--- src/hdl/tbm_ram.sv ---
`default_nettype none

module tbm_ram #(
    parameter int WIDTH = 8,
    parameter int DEPTH = 256
) (
    input  wire logic                     clk,
    input  wire logic                     we,
    input  wire logic [$clog2(DEPTH)-1:0] waddr,
    input  wire logic [WIDTH-1:0]         wdata,
    input  wire logic                     re,
    input  wire logic [$clog2(DEPTH)-1:0] raddr,
    output logic      [WIDTH-1:0]         rdata
);

    logic [WIDTH-1:0] mem [DEPTH];

    // one write port, one registered read port
    always_ff @(posedge clk)
    begin
        if (we)
        begin
            mem[waddr] <= wdata;
        end
        if (re)
        begin
            rdata <= mem[raddr];
        end
    end

endmodule

`default_nettype wire

--- config.mk ---
export PLATFORM = sky130hd
export DESIGN_NAME = tbm_ram
export DESIGN_NICKNAME = d
export VERILOG_FILES = /design/src/hdl/tbm_ram.sv
export SDC_FILE = /design/constraint.sdc
export NUM_CORES = 2
export LEC_CHECK = 0
export CORE_MARGIN = 4
export CORE_UTILIZATION = 40
export CTS_BUF_LIST = sky130_fd_sc_hd__clkbuf_8
export CTS_CLUSTER_DIAMETER = 30
export CTS_CLUSTER_SIZE = 16
export DETAILED_ROUTE_END_ITERATION = 7
export DONT_BUFFER_PORTS = 1
export GPL_TIMING_DRIVEN = 0
export PLACE_DENSITY = 0.64
export SLEW_MARGIN = 20
export SYNTH_ARGS = -nofsm -noshare
export SYNTH_HDL_FRONTEND = slang
export SYNTH_SLANG_ARGS = --single-unit
export TNS_END_PERCENT = 50
--- constraint.sdc ---
create_clock -name clk -period 6.4 [get_ports clk]
set_input_delay 0.32 -clock clk [delete_from_list [all_inputs] [get_ports clk]]
set_output_delay 0.32 -clock clk [all_outputs]
set_load 0.05 [all_outputs]
==> summary.md <==
| Metric | Value |
|---|---|
| Sequential area share after synthesis | between 70% and 80% |
| Initial antenna violation count | 17 |
| Clock power frac | 46.7% |
| Worst Tran Pin Value | between 1 and 1.5 ns |
| Metal2 WL | roughly 110000 um |
| Setup TNS | 0 ns |
| Number of port buffers | 0 |
| Asr flop ratio synth | 0% |
| Row count | approximately 160 |
| Largest net degree at the start of global routing | between 200 and 300 |
| Final period utilization | ~61% |
| Clock Sinks | slightly above 2000 |
| Post_cts resized | 0 |
| CTS Hold Bufs | 23 |
| Area of placed instances | 83400 sq um |
| # DRC | 0 |
| CP startpoint | raddr[1] |
| WL final | around 240000 um |
| CP bufs+invs | 4 |
| GRT Total Usage | 23.3% |
| Reg clk slew, reported paths | roughly 0.060 ns |
| Setup ws final | approximately 2.5 ns |
| Endpoint type of the worst setup path | register |
| Warnings, synthesis | 0 |
| I/O pin total | 35 |
| Share of layout cells above drive strength 1 | 28.5% |
| Worst VDD drop | 0.252 mV |
| Sw power | just over 0.007 W |
| Arrival time of the worst setup path | around 4.6 ns |
| CP Cell Sequence | buf_2 -> buf_4 -> buf_2 -> clkbuf_1 -> mux4_2 -> a22oi_1 -> a21oi_1 -> nor4_1 -> nor4_2 |
| Int Pwr | roughly 0.024 W |
| Pwr Total | 0.0309 W |
| Global route overflow | 0 |
| Syn-to-layout area delta | 16.5% |
| CP peak stage delay | roughly 1 ns |
| Final setup fails | 0 |
| Drt first pass iters | 6 |
| Vias in the first global route | around 43000 |
| Syn_area_per_cell | 21.3 sq um |
| Unique masters post-synth | 54 |
| Drt via density | 5.97 |
| Max layer used | met5 |
| Leading cell type in the layout, fill and taps excluded | edfxtp_1 |
| Sw Ratio | a little under a quarter |
| Post-Syn Area | 79600 sq um |
| Clk_lat worst skew | roughly 1.1 ns |
| Yosys reg bits | approximately 2100 |
| RR Startpoint | mem[124][0]$_DFFE_PP_ |
| Max FO, Critical Path | 10 |
| Most frequent cells in the layout | edfxtp_1 (2056), mux4_2 (454), clkbuf_8 (405) |
| Core Util, Final | 47.0% |
| # fillers | around 16000 |
| Syn_nets | 3760 |
| Clock Tree Buf Depth | 4 |
| P_leak | around 29 nW |
| EDFF count, synth | about 2100 |
| Inserted Clock Buffers | 398 |
| Worst clock skew | 0.0925 ns |
| Worst min-delay path class | input port to register |
| Die Footprint | between 200000 and 250000 sq um |
| Core outline area | about 200000 sq um |
| Design area | roughly 93000 sq um |
| H-tree Lvls | 5 |
| Max Slew Vio Count | 0 |
| Setup Fix Bufs, Post-CTS | 0 |
| Type of the worst setup path | input port to register |
| Via count | between 40000 and 50000 |
| Top delay family on crit path | buffers and inverters |
| Startpoint Class | input port |
| Max cap viols | 0 |
| Top_reg_cell synth | edfxtp_1 |
| Fin crit period | 3.89 ns |
| Unrepaired setup endpoints after global routing | false |
| Initial core utilization | between 40 and 50% |
| Hold_sp | waddr[7] |
| DPL Wire Length | 157000 um |
| Die height | ~450 um |
| Syn Inst Count | about 3700 |
| Die W | 454 um |
| Routed WL per cell | roughly 34 um |
| Antenna viol nets, final | 0 |
| Fin. Hold Viols | 0 |
| Flop pwr share | between 40% and 50% |
| Max_slew headroom | between 10% and 20% |
| Crit-path slowest cell | nor4_1 |
| CTS tree | done |
| First-pass GRT wire length | ~330000 um |
| Iter 0 DRT Violations | just over 6000 |
| Pre-CTS WS | 1.48 ns |
| Status | finished, final reports clean |
| Root Buffer | clkbuf_8 |
| Placer Congestion | about 0.96 |
| Comb pwr share | 5.1% |
| Fmax | ~260 MHz |
| Met1 Wirelength | between 80000 and 90000 um |
| Most frequent CP cell | buf_2 |
| Required time of the critical path | 7.13 ns |
| Met3 routed WL | approximately 29000 um |
| # nets final | between 4000 and 5000 |
| Pwr/cell area | about 330 nW/um^2 |
==> worst paths after layout <==
path | endpoint | slack [ns] | cells after the start
worst max-delay path | rdata[4]$_DFFE_PP_ | 2.51 | 9
worst min-delay path | mem[197][4]$_DFFE_PP_ | 0.07 | 2
worst min register to register | rdata[5]$_DFFE_PP_ | 1.11 | 6
worst max register to register | rdata[0]$_DFFE_PP_ | 3.21 | 6
==> through the flow <==
stage | hold slack (ns) | std cells
6_report | 0.0741 | 7146
5_1_grt | 0.0646 | 7138
4_1_cts | 0.00404 | 7125
3_5_place_dp | 0.435 | 6389
3_3_place_gp | 0.435 | 6373
2_1_floorplan | 0.419 | 3733
==> synth_stat cells, types with 3 or more instances <==
| cell type | number | share of area [%] |
|---|---|---|
| edfxtp_1 | 2056 | 78 |
| a22o_1 | 8 | 0.088 |
| mux4_2 | 454 | 13 |
| a221oi_1 | 13 | 0.14 |
| nand4_1 | 10 | 0.079 |
| and2_1 | 6 | 0.047 |
| o22ai_1 | 28 | 0.22 |
| a22oi_1 | 133 | 1.3 |
| buf_1 | 22 | 0.10 |
| o32ai_1 | 4 | 0.044 |
| a211oi_1 | 16 | 0.15 |
| a21oi_1 | 96 | 0.60 |
| nor4_2 | 3 | 0.047 |
| o221ai_1 | 46 | 0.51 |
| o22a_1 | 5 | 0.055 |
| buf_4 | 27 | 0.25 |
| buf_2 | 31 | 0.19 |
| buf_8 | 13 | 0.25 |
| nand2_1 | 33 | 0.16 |
| buf_6 | 21 | 0.30 |
| clkbuf_1 | 111 | 0.52 |
| nand2b_1 | 8 | 0.063 |
| nand3_1 | 34 | 0.21 |
| buf_12 | 8 | 0.20 |
| or2_2 | 4 | 0.031 |
| nor2_1 | 282 | 1.3 |
| nor2b_1 | 31 | 0.24 |
| o211ai_1 | 10 | 0.094 |
| nor3_1 | 22 | 0.14 |
| nor4_1 | 24 | 0.19 |
| o21ai_0 | 10 | 0.063 |
| mux2i_1 | 134 | 1.7 |
==> state kept, by name (all words and copies together) (netlist names) <==
name   count
mem     2048
rdata      8
==> cell type report <==
type	instances	area, sq um	area share (%)
antenna	12	30.0	0.0324
buffer	233	1490	1.61
clock buffer	405	5570	6.01
clock inverter	308	3250	3.50
inverter	2	7.51	0.00809
multi-input combinational	1442	16500	17.8
sequential	2056	61700	66.5
tap	2640	3300	3.56
timing repair buffer	48	900	0.969
==> metal layers <==
metal / track usage, % / vias to the layer above
met1: 29.7 / 22394
met4: 12.5 / 2
met2: 35.3 / 2847
met3: 7.95 / 651
met5: 0 / -
li1: - / 16734
==> cells by family after synthesis <==
kind of cell / Yosys count / share of synthesized area [%]
compound gates: 385 / 3.42
flops: 2056 / 77.5
buf+inv: 235 / 1.83
simple gates: 466 / 2.63
mux: 591 / 14.6
==> worst reg2reg max path: stages (launching register included) <==
cell and delay (ns):
edfxtp_1 0.32, mux2i_1 0.08, o221ai_1 0.40, nand2_1 0.15
a21oi_1 0.86, nor4_1 0.26, nor4_2 0.84
==> power by group through the flow <==
stage | clock network, W | registers [W] | logic, W
floorplan | 0 | 0.0152 | 0.000721
detailed placement | 0 | 0.0152 | 0.00130
global route | 0.0152 | 0.0149 | 0.00162
CTS | 0.0145 | 0.0149 | 0.00155
finish | 0.0144 | 0.0149 | 0.00159
global placement | 0 | 0.0152 | 0.00128
Note: power is estimated with default switching activity, not from simulation.
